### src/rtl/core/bpfa_pkg.sv
// Package for the bitmap page frame allocator.
// Holds sizes, request and status codes, and the shared payload and control types.
// No dependencies.
`default_nettype none

package bpfa_pkg;

	localparam int MAX_PAGES = 65536;
	localparam int PAGE_BYTES = 4096;
	localparam int PAGE_SHIFT = 12;
	localparam int WORD_BITS = 32;
	localparam int BIT_W = 5;
	localparam int WORD_COUNT = (MAX_PAGES + WORD_BITS - 1) / WORD_BITS;
	localparam int WIDX_W = (WORD_COUNT > 1) ? $clog2(WORD_COUNT) : 1;
	localparam int LIM_W = $clog2(MAX_PAGES + 1);
	localparam int RANGE_W = 21;
	localparam int CFG_W = 17;

	localparam logic [CFG_W-1:0] FRAME_COUNT_RESET = 17'd65536;

	localparam logic [1:0] REQ_ALLOC = 2'd0;
	localparam logic [1:0] REQ_FREE = 2'd1;
	localparam logic [1:0] REQ_RELEASE = 2'd2;
	localparam logic [1:0] REQ_RESERVE = 2'd3;

	localparam logic [1:0] ST_OK = 2'd0;
	localparam logic [1:0] ST_NO_FREE = 2'd1;
	localparam logic [1:0] ST_RANGE = 2'd2;

	localparam logic [7:0] KIND_USABLE = 8'd1;

	typedef struct packed {
		logic [1:0] req_type;
		logic [31:0] base_addr;
		logic [31:0] region_len;
		logic [7:0] region_kind;
		logic [31:0] end_addr;
	} req_t;

	typedef struct packed {
		logic [1:0] status;
		logic [31:0] page_addr;
	} rsp_t;

	typedef struct packed {
		logic alloc;
		logic set;
		logic [WIDX_W-1:0] word;
		logic [WIDX_W-1:0] first_w;
		logic [BIT_W-1:0] first_lo;
		logic [WIDX_W-1:0] last_w;
		logic [BIT_W-1:0] last_lo;
	} wu_ctl_t;

	typedef struct packed {
		logic found;
		logic [BIT_W-1:0] bit_idx;
		logic [WORD_BITS-1:0] wdata;
	} wu_res_t;

endpackage

`default_nettype wire

### src/rtl/core/bpfa_word_unit.sv
// Shared word unit: masks one bitmap word to the active page range, finds the
// lowest free page in it and forms the word to write back. Uses bpfa_pkg.
`default_nettype none

module bpfa_word_unit (
	input wire bpfa_pkg::wu_ctl_t ctl,
	input wire logic [bpfa_pkg::WORD_BITS-1:0] rdata,
	output bpfa_pkg::wu_res_t res
);

	logic [bpfa_pkg::WORD_BITS-1:0] lo_mask;
	logic [bpfa_pkg::WORD_BITS-1:0] hi_mask;
	logic [bpfa_pkg::WORD_BITS-1:0] mask;
	logic [bpfa_pkg::WORD_BITS-1:0] free_bits;
	logic [bpfa_pkg::BIT_W-1:0] low_bit;

	always_comb begin
		lo_mask = '1;
		hi_mask = '1;
		if (ctl.word == ctl.first_w) begin
			lo_mask = {bpfa_pkg::WORD_BITS{1'b1}} << ctl.first_lo;
		end
		if (ctl.word == ctl.last_w) begin
			hi_mask = {bpfa_pkg::WORD_BITS{1'b1}} >> (5'd31 - ctl.last_lo);
		end
		mask = lo_mask & hi_mask;
		free_bits = ~rdata & mask;

		low_bit = '0;
		for (int i = bpfa_pkg::WORD_BITS - 1; i >= 0; i--) begin
			if (free_bits[i]) begin
				low_bit = bpfa_pkg::BIT_W'(i);
			end
		end

		res.found = |free_bits;
		res.bit_idx = low_bit;
		if (ctl.alloc) begin
			res.wdata = rdata | ({{(bpfa_pkg::WORD_BITS-1){1'b0}}, 1'b1} << low_bit);
		end else if (ctl.set) begin
			res.wdata = rdata | mask;
		end else begin
			res.wdata = rdata & ~mask;
		end
	end

endmodule

`default_nettype wire

### config.mk
export PLATFORM = sky130hd
export DESIGN_NAME = bpfa_word_unit
export DESIGN_NICKNAME = d
export VERILOG_FILES = /design/src/rtl/core/bpfa_pkg.sv /design/src/rtl/core/bpfa_word_unit.sv
export SDC_FILE = /design/constraint.sdc
export NUM_CORES = 1
export LEC_CHECK = 0
export BUFFER_PORTS_ARGS = -buffer_cell sky130_fd_sc_hd__buf_2
export CAP_MARGIN = 10
export CORE_MARGIN = 2
export CORE_UTILIZATION = 50
export DETAILED_ROUTE_END_ITERATION = 8
export PLACE_DENSITY = 0.81
export SYNTH_ARGS = -nofsm -noshare
export SYNTH_HDL_FRONTEND = slang
export SYNTH_SLANG_ARGS = --single-unit
### constraint.sdc
create_clock -name vclk -period 5.6
set_input_delay 1.12 -clock vclk [all_inputs]
set_output_delay 1.12 -clock vclk [all_outputs]
set_load 0.005 [all_outputs]
Word-level counts from Yosys, hierarchy flattened --
Index checks and enable logic that the tools add are counted.
Operators by class: $add $sub $neg 1, equality and inequality tests 2, shifts and indexed selects 3, multiplexer cells 36, bitwise gates (word level) 7, reduce and logical (&&, ||, !) cells 1
Operator list (count):
- $mux 5 | 32
- $mux 32 | 4
- $and 32x32->32 | 3
- $not 32->32 | 2
- $or 32x32->32 | 2
- $reduce_or 32->1 | 1
- $shl 1x5->32 const A | 1
- $shl 32x5->32 const A | 1
- $shr 32x5->32 const A | 1
- $eq 11x11->1 | 2
- $sub 5x5->5 const A | 1
Word-level totals: register bits 0, input port bits 77, output and inout bits 38

Longest topological paths before layout --
Gate-level depths: netlist of the first run.
depth after elaboration 40, depth in mapped cells 13, gate-level depth less buffers 10

Least setup slack after synthesis of the first run --
Ideal clock, no wire load.
kind input to output, from input ctl[41] (netlist bit), to output res[12] (netlist bit), arrival 3.550 ns, data required time 4.480 ns, path slack 0.930 ns, stages on the path 11, buffers on the path 1, cell sequence xor2_1 > or3_1 > nor4_4 > buf_6 > a221oi_1 > or4b_4 > a21oi_1 > o21ai_1 > a21o_1 > or2_4 > o21ai_1
RTL lines:
- from (decl) | RTL line bpfa_word_unit.sv:6 | input wire bpfa_pkg::wu_ctl_t ctl,
- to (decl) | RTL line bpfa_word_unit.sv:8 | output bpfa_pkg::wu_res_t res

==> reports/qor.yml, run 1 <==
power_and_ir_drop:
  power.leakage_uw: 0.00135
  cellPowerDensity_nw_per_um2: 69.0
  ir_drop_mv: 0.0612
placement:
  place_ws_ns: 0.284
  portBuffers: 115
  routabilityCongestion: 0.993
  hpwl_mm: 8.47
cells_and_area:
  fillers: 475
  final_util: 0.643
  drive_above_1_share: 0.308
  nFlopsAndLatches: 0
  antenna_cells: 0
  ff_latch_area_um2: 0
  final_nets: 569
  synthToLayoutAreaGrowth_pct: 26.0
  n_clock_buffer: 0
yosys:
  synth_cell_type_count: 68
  synth_area_leader_cell: "mux2i_1"
  synth_nets: 465
  syn_area_per_cell_um2: 6.64
  synth_top_area_frac: 0.117
  ys_seq_area_frac: 0
  synth-warning-count: 0
  yosys-top-cells-area: "mux2i_1, a221oi_1, xnor2_1"
  syn_inst: 388
  synthesis.area_um2: 2570
detailed_routing:
  via_count: 3663
  routedWlPerCell_um: 18.4
  wl_mm: 10.3
  drtPass1Iterations: 5
  final_antenna_net_count: 0
  drt_iter0_drc: 458
  viasPerCell: 6.54
  drc: 0
global_route:
  first_global_vias: 3230
  grt_max_degree: 37
  track_usage: 0.349
  antenna_found_initial: 0
  gr-total-overflow: 0
  grt_pass1_wl_mm: 15.6
setup_path:
  cp.required_ns: 4.48
  start_kind: "primary input"
  cp_common_cell: "buf_2"
  crit_type: "primary input to output port"
  path_cells: "buf_2 > xnor2_1 > nand4_1 > nor4_4 > a32o_1 > o22ai_1 > or4b_1 > nor2b_1 > a22o_1 > nand2_1 > o21ai_0 > buf_2"
  cp_slowest_cell: "or4b_1"
  cpLargestDelayFamily: "simple AND/OR/NAND/NOR gates"
  cp.arrival_ns: 4.30
  end_kind: "output port"
  crit_buf_inv: 2
  max_stage_delay_ns: 0.58
  critPathMaxFanout: 11
hold_path:
  hp-class: "primary input to output port"
sta:
  tightest_slew_ns: 0.684
  clock.fmax_mhz: 185
  setup_viol: 0
  period_minus_slack_ns: 5.42
  post-route-period-util: 0.967
  layout_setup_ws_ns: 0.182
  setup_tns_ns: 0
  slew_viol_final: 0
  final_hold_viol_count: 0
  worst_slew_margin_rel: 0.544
  rsz0062_at_grt: "no"
die:
  coreArea_um2: 5040
  dieWidth_um: 75.8
  num_io_pins: 115
  num_rows: 26
  start_util: 0.511
  die_h_um: 75.8
  dieArea_um2: 5740
clock_network:
  cts_setup_buffers: 0
  postCtsHoldBufs: 0
run:
  drv_cap: 0
run_status:
  outcome: "complete, no violations"
cells by family (layout without fill, tap and decap cells):
kind of cell              count (synthesis)  count (layout)  synth area share
AOI/OAI and AO/OA                       151             151             0.408
muxes                                    30              30             0.117
and+or+nand+nor                         148             148             0.333
buffers and inverters                    35             137            0.0602
xor gates and xnor gates                 24              24            0.0816
cells in the mapped netlist (3+ instances only):
cell	n
a211oi_1	9
a21o_1	5
a21oi_1	17
a221o_1	8
a221oi_1	27
and2_1	6
and3_1	4
buf_2	4
buf_4	3
clkbuf_1	17
inv_1	9
mux2i_1	30
nand2_1	37
nand2b_1	14
nand3_1	7
nand4_1	6
nor2_1	24
nor2b_1	4
nor3_1	6
nor4_1	7
o211ai_1	4
o21a_1	3
o21ai_0	25
o21ai_1	27
or2_2	6
or3_1	5
xnor2_1	22
cell type report:
type,instances,area [um^2],area share
timing repair buffer,128,698,0.215
tap,70,87.6,0.0270
multi-input combinational,353,2420,0.747
inverter,9,33.8,0.0104
path summary, 6_finish.rpt:
check	slack (ns)	to	cells past startpoint	start
hold / removal	2.57	res[31]	4	rdata[31]
setup / recovery	0.18	res[3]	12	ctl[24]
power by group:
part	total, uW	internal [uW]	switching, uW	leakage, uW
clock network	0	0	0	0
registers	0	0	0	0
logic	224	92.9	131	0.00135
per-layer routing:
layer / share of wire / global-route usage
met5: 0 / 0
met4: 0.030 / 0.0975
met3: 0.11 / 0.0503
met2: 0.44 / 0.570
met1: 0.42 / 0.475
cell usage in the layout, fill, tap and decap left out, types with 5 or more instances in the layout:
master    count
buf_4        11
a221oi_1     27
nand2b_1     14
o21ai_1      27
and2_1        6
nor2_1       24
a21o_1        5
a211oi_1      9
or2_2         6
a21oi_1      17
mux2i_1      30
xnor2_1      22
o21ai_0      25
nor3_1        5
nor4_1        7
nand4_1       6
inv_1         9
nand2_1      37
or3_1         5
nand3_1       7
buf_2       115
a221o_1       8
stage by stage:
stage                     total power (uW)  cell area, um^2  hold WS, ns  instances
after floorplan                        128             2570         2.36        388
after global placement                 216             3240         2.57        560
after detailed placement               218             3240         2.57        560
after CTS                              219             3240         2.57        560
after global routing                   243             3240         2.60        560
final                                  224             3240         2.57        560
what timing repair did:
item / 4_1_cts / 5_1_grt
endpoints found under the hold margin: 0 / 0
resized for setup: 0 / 1
setup endpoints to repair: 0 / 2
Note: power is estimated with default switching activity, not from simulation.
==> inputs of run 2 (changes only) <==
--- a/config.mk
+++ b/config.mk
@@ -5,12 +5,13 @@
 export SDC_FILE = /design/constraint.sdc
 export NUM_CORES = 1
 export LEC_CHECK = 0
+export ABC_AREA = 1
 export BUFFER_PORTS_ARGS = -buffer_cell sky130_fd_sc_hd__buf_2
 export CAP_MARGIN = 10
 export CORE_MARGIN = 2
 export CORE_UTILIZATION = 50
 export DETAILED_ROUTE_END_ITERATION = 8
-export PLACE_DENSITY = 0.81
+export PLACE_DENSITY = 0.8
 export SYNTH_ARGS = -nofsm -noshare
 export SYNTH_HDL_FRONTEND = slang
 export SYNTH_SLANG_ARGS = --single-unit
==> run 2 against run 1 <==
Compared with the run above:
- the flow now finishes with violations (negative setup slack)
- critical path depth rose by 29
- routed wire length increased by 29%
- area after synthesis rose by 8.2%
- critical path type unchanged
- critical endpoint is now res[10]
- largest power group unchanged
==> reports/qor.yml, run 2 <==
die:
  dieWidth_um: 78.6  # was 75.8 um
  num_io_pins: 115  # unchanged
  start_util: 0.512  # was 0.511
  die_h_um: 78.6  # was 75.8 um
  dieArea_um2: 6180  # was 5740 um^2
  coreArea_um2: 5440  # was 5040 um^2
  num_rows: 27  # was 26
setup_path:
  start_kind: "primary input"  # unchanged
  end_kind: "output port"  # unchanged
  cp.required_ns: 4.48  # about the same
  cpLargestDelayFamily: "simple AND/OR/NAND/NOR gates"  # unchanged
  cp_slowest_cell: "nor2_4"  # was or4b_1
  cp.arrival_ns: 4.62  # was 4.30 ns
  crit_buf_inv: 2  # unchanged
  critPathMaxFanout: 5  # was 11
  cp_common_cell: "nand2_1"  # was buf_2
  max_stage_delay_ns: 0.26  # was 0.58 ns
  crit_type: "primary input to output port"  # unchanged
power_and_ir_drop:
  pwr-share-clk: 0  # about the same
  cellPowerDensity_nw_per_um2: 59.3  # was 69.0 nW/um^2
  power.leakage_uw: 0.00229  # was 0.00135 uW
  p_sw_frac: 0.602  # was 0.585
  power_frac_seq: 0  # about the same
  pwr-share-comb: 1.000  # about the same
  ir_drop_mv: 0.0530  # was 0.0612 mV
  cellInternalPower_uw: 95.0  # was 92.9 uW
  power_switching_uw: 144  # was 131 uW
global_route:
  first_global_vias: 3838  # was 3230
  gr-total-overflow: 0  # unchanged
  track_usage: 0.349  # about the same
  grt_pass1_wl_mm: 17.7  # was 15.6 mm
  grt_max_degree: 61  # was 37
  antenna_found_initial: 0  # unchanged
yosys:
  synth-warning-count: 0  # unchanged
  synth_cell_type_count: 34  # was 68
  synth_commonest_cells: "nand2_1, inv_1, o21ai_0, nand3_1, nor2_1"  # was nand2_1, mux2i_1, a221oi_1, o21ai_1, o21ai_0
  syn_inst: 601  # was 388
  synthesis.area_um2: 2790  # was 2570 um^2
  ys_seq_area_frac: 0  # unchanged
  synth_nets: 678  # was 465
  yosysMostFrequentCell: "nand2_1"  # unchanged
  synth_area_leader_cell: "nand2_1"  # was mux2i_1
  synth_top_area_frac: 0.329  # was 0.117
  yosys-top-cells-area: "nand2_1, o21ai_0, inv_1"  # was mux2i_1, a221oi_1, xnor2_1
  syn_area_per_cell_um2: 4.63  # was 6.64 um^2
sta:
  rsz0062_at_grt: "yes"  # was no
  worst_slew_margin_rel: 0.289  # was 0.544
  tightest_slew_ns: 1.07  # was 0.684 ns
  period_minus_slack_ns: 5.74  # was 5.42 ns
  layout_setup_ws_ns: -0.144  # was 0.182 ns
  setup_viol: 17  # was 0
  final_hold_viol_count: 0  # unchanged
  slew_viol_final: 0  # unchanged
  setup_tns_ns: -1.24  # was 0 ns
  clock.fmax_mhz: 174  # was 185 MHz
  post-route-period-util: 1.03  # was 0.967
placement:
  portBuffers: 115  # unchanged
  place_ws_ns: -0.0787  # was 0.284 ns
  hpwl_mm: 9.01  # was 8.47 mm
  routabilityCongestion: 1.02  # was 0.993
cells_and_area:
  drive_above_1_share: 0.340  # was 0.308
  layout_common_cells: "nand2_1, buf_2, inv_1"  # was buf_2, nand2_1, mux2i_1
  antenna_cells: 0  # unchanged
  final_nets: 815  # was 569
  n_clock_buffer: 0  # unchanged
  nFlopsAndLatches: 0  # unchanged
  final_common_cell: "nand2_1"  # was buf_2
  ff_latch_area_um2: 0  # unchanged
  synthToLayoutAreaGrowth_pct: 44.7  # was 26.0%
clock_network:
  postCtsHoldBufs: 0  # unchanged
detailed_routing:
  drt_iter0_drc: 474  # was 458
  drc: 0  # unchanged
  via_count: 4689  # was 3663
  drtPass1Iterations: 6  # was 5
  routedWlPerCell_um: 16.4  # was 18.4 um
  viasPerCell: 5.80  # was 6.54
  final_antenna_net_count: 0  # unchanged
  wl_mm: 13.2  # was 10.3 mm
run_status:
  violations: "negative setup slack"
  outcome: "finished with violations"  # was complete, no violations
run:
  drv_cap: 0  # unchanged
hold_path:
  hp-class: "primary input to output port"  # unchanged
## run 2: cell types whose count changed in the layout (fill, tap and decap cells not counted), moves of 18 or more
cell,change
a221oi_1,-27
buf_4,+27
inv_1,+53
mux2i_1,-30
nand2_1,+193
nand3_1,+29
o21ai_0,+26
o21ai_1,-22
xnor2_1,-18
## run 2: metal layers
| layer | share of wire | GRT usage |
|---|---|---|
| met5 | 0 | 0 |
| met4 | 0.060 | 0.0965 |
| met3 | 0.10 | 0.0322 |
| met2 | 0.48 | 0.644 |
| met1 | 0.36 | 0.425 |
## run 2: logic make-up after synthesis
family,synth area share
AND/OR/NAND/NOR,0.596
XOR/XNOR,0.0314
AO/OA/AOI/OAI,0.232
buffers and inverters,0.140
## run 2: final timing paths
path,start,endpoint,slack (ns),cells past startpoint
worst max-delay path,ctl[36],res[10],-0.14,41
worst min-delay path,rdata[31],res[31],2.57,4
## run 2: layout make-up
| class | instances | area, um^2 |
|---|---|---|
| repair buffers | 154 | 965 |
| well taps | 72 | 90.1 |
| inverters | 77 | 295 |
| multi-input cells | 505 | 2680 |
| fillers | 475 | 1410 |
## run 2: power groups by stage
stage               Clock [uW]  Sequential (uW)  Combinational (uW)
global route                 0                0                 258
global placement             0                0                 195
CTS                          0                0                 201
detailed placement           0                0                 198
floorplan                    0                0                 116
finish                       0                0                 239
## run 2: what timing repair did
action | CTS | global route
setup endpoints to repair | 9 | 32
gates resized for setup | 7 | 90
pin swaps | 4 | 34
cloned | 0 | 2
buffers inserted | 2 | 16
## run 2: through the flow
step           instance area (um^2)  hold slack, ns  power, uW  utilization  instances
2_1_floorplan                  2790            2.37        116            -        601
3_3_place_gp                   3510            2.56        195        0.646        788
3_5_place_dp                   3510            2.56        198        0.646        788
4_1_cts                        3560            2.56        201        0.654        790
5_1_grt                        4030            2.59        258        0.741        808
6_report                       4030            2.57        239        0.741        808
==> inputs of run 3 (changes only) <==
--- a/config.mk
+++ b/config.mk
@@ -8,10 +8,11 @@
 export ABC_AREA = 1
 export BUFFER_PORTS_ARGS = -buffer_cell sky130_fd_sc_hd__buf_2
 export CAP_MARGIN = 10
+export CORE_ASPECT_RATIO = 1.25
 export CORE_MARGIN = 2
-export CORE_UTILIZATION = 50
+export CORE_UTILIZATION = 52
 export DETAILED_ROUTE_END_ITERATION = 8
-export PLACE_DENSITY = 0.8
+export PLACE_DENSITY = 0.83
 export SYNTH_ARGS = -nofsm -noshare
 export SYNTH_HDL_FRONTEND = slang
 export SYNTH_SLANG_ARGS = --single-unit
==> run 3 against run 2 <==
Compared with the run above:
- the run still ends with negative setup slack left
- final cell count down 0.37%
- total power decreased by 4.6%
- combinational power decreased by 5%
- flip-flop and latch count stayed put
- critical path type unchanged
- highest routed layer unchanged
==> reports/qor.yml, run 3 (synthesis gave the netlist of run 2 again) <==
die:
  num_rows: 29  # was 27
  start_util: 0.544  # was 0.512
  die_h_um: 85.8  # was 78.6 um
  coreArea_um2: 5120  # was 5440 um^2
  dieArea_um2: 5960  # was 6180 um^2
  num_io_pins: 115  # unchanged
  dieWidth_um: 69.5  # was 78.6 um
cells_and_area:
  antenna_cells: 0  # unchanged
  layout_common_cells: "nand2_1, buf_2, inv_1"  # unchanged
  drive_above_1_share: 0.324  # was 0.340
  nFlopsAndLatches: 0  # unchanged
  fin_cells: 805  # was 808
  ff_latch_area_um2: 0  # unchanged
  final_nets: 822  # was 815
  synthToLayoutAreaGrowth_pct: 41.3  # was 44.7%
  n_clock_buffer: 0  # unchanged
  final_common_cell: "nand2_1"  # unchanged
power_and_ir_drop:
  cellPowerDensity_nw_per_um2: 57.9  # was 59.3 nW/um^2
  power.leakage_uw: 0.00229  # about the same
  p_total_uw: 228  # was 239 uW
  ir_drop_mv: 0.0394  # was 0.0530 mV
global_route:
  grt_max_degree: 61  # unchanged
  gr-total-overflow: 0  # unchanged
  grt-busiest-layer: "met2"  # unchanged
  antenna_found_initial: 0  # unchanged
  grtUsageMet2: 0.686  # was 0.644
  gr-usage-met1: 0.415  # was 0.425
  grt_pass1_wl_mm: 18.6  # was 17.7 mm
  first_global_vias: 4190  # was 3838
  track_usage: 0.376  # was 0.349
  use_met3: 0.0388  # was 0.0322
setup_path:
  crit_type: "primary input to output port"  # unchanged
  crit_buf_inv: 5  # was 2
  max_stage_delay_ns: 0.30  # was 0.26 ns
  cpLargestDelayFamily: "simple AND/OR/NAND/NOR gates"  # unchanged
  cp_slowest_cell: "or2_2"  # was nor2_4
  cp.required_ns: 4.48  # about the same
  cp.depth: 38  # was 41
  critPathMaxFanout: 6  # was 5
  start_kind: "primary input"  # unchanged
  end_kind: "output port"  # unchanged
  cp_common_cell: "nand2_1"  # unchanged
  cp.arrival_ns: 4.58  # was 4.62 ns
sta:
  worst_slew_margin_rel: 0.310  # was 0.289
  final_hold_viol_count: 0  # unchanged
  setup_viol: 22  # was 17
  period_minus_slack_ns: 5.70  # was 5.74 ns
  fin_hold_ws_ns: 2.60  # was 2.57 ns
  layout_setup_ws_ns: -0.0984  # was -0.144 ns
  rsz0062_at_grt: "yes"  # unchanged
  tightest_slew_ns: 1.04  # was 1.07 ns
  clock.fmax_mhz: 175  # was 174 MHz
  slew_viol_final: 0  # unchanged
  post-route-period-util: 1.02  # was 1.03
  setup_tns_ns: -1.02  # was -1.24 ns
hold_path:
  hold_depth: 6  # was 4
  hp-start: "rdata[29]"  # was rdata[31]
  min_to: "res[29]"  # was res[31]
  hp-class: "primary input to output port"  # unchanged
detailed_routing:
  drt_iter0_drc: 398  # was 474
  viasPerCell: 5.69  # was 5.80
  wl_mm: 12.2  # was 13.2 mm
  drtPass1Iterations: 7  # was 6
  via_count: 4581  # was 4689
  routedWlPerCell_um: 15.1  # was 16.4 um
  drc: 0  # unchanged
  final_antenna_net_count: 0  # unchanged
placement:
  placed_cells: 785  # was 788
  hpwl_mm: 9.18  # was 9.01 mm
  portBuffers: 115  # unchanged
  routabilityCongestion: 1.06  # was 1.02
run_status:
  violations: "negative setup slack"  # unchanged
  outcome: "finished with violations"  # unchanged
clock_network:
  postCtsHoldBufs: 0  # unchanged
run:
  drv_cap: 0  # unchanged
run 3: cell count changes in the layout (fill, tap and decap cells not counted), sizes merged:
cell | before | now
buf | 153 | 161
clkbuf | 1 | 0
run 3: timing repair:
action | in CTS | in global routing
pin swaps | 8 | 24
endpoints found under the setup margin | 10 | 32
gates resized for setup | 18 | 42
setup buffers | 9 | 11
gates cloned | 1 | 0
run 3: routing by layer:
layer,wire length [um],vias up
li1,-,2203
met5,0,-
met4,913,0
met3,1170,84
met1,4340,1973
met2,5770,321
run 3: per-stage QoR:
step	util	cell area, um^2	setup WS, ns
after global placement	0.694	3550	-0.0828
after global routing	0.769	3940	-0.404
final	0.769	3940	-0.0984
after detailed placement	0.694	3550	-0.0870
after CTS	0.725	3710	-0.00578
after floorplan	-	2790	0.794
run 3: how the worst max path moves through the flow:
stage          startpoint      end  slack [ns]
6_report          ctl[33]  res[30]        -0.1
5_1_grt           ctl[35]  res[10]       -0.40
4_1_cts           ctl[24]  res[10]      -0.006
3_5_place_dp      ctl[38]  res[10]       -0.09
3_3_place_gp      ctl[38]  res[10]       -0.08
2_1_floorplan     ctl[37]  res[31]        0.79
run 3: power by group:
| part | leakage, uW | switching [uW] | total [uW] | internal (uW) |
|---|---|---|---|---|
| Combinational | 0.00229 | 134 | 228 | 93.8 |
| Clock | 0 | 0 | 0 | 0 |
| Sequential | 0 | 0 | 0 | 0 |
| Total | 0.00229 | 134 | 228 | 93.8 |
run 3: area by class of cell:
| type | count | area [um^2] |
|---|---|---|
| inverter | 77 | 293 |
| tap | 62 | 77.6 |
| multi-input combinational | 505 | 2620 |
| timing repair buffer | 161 | 950 |
| fill | 451 | 1180 |
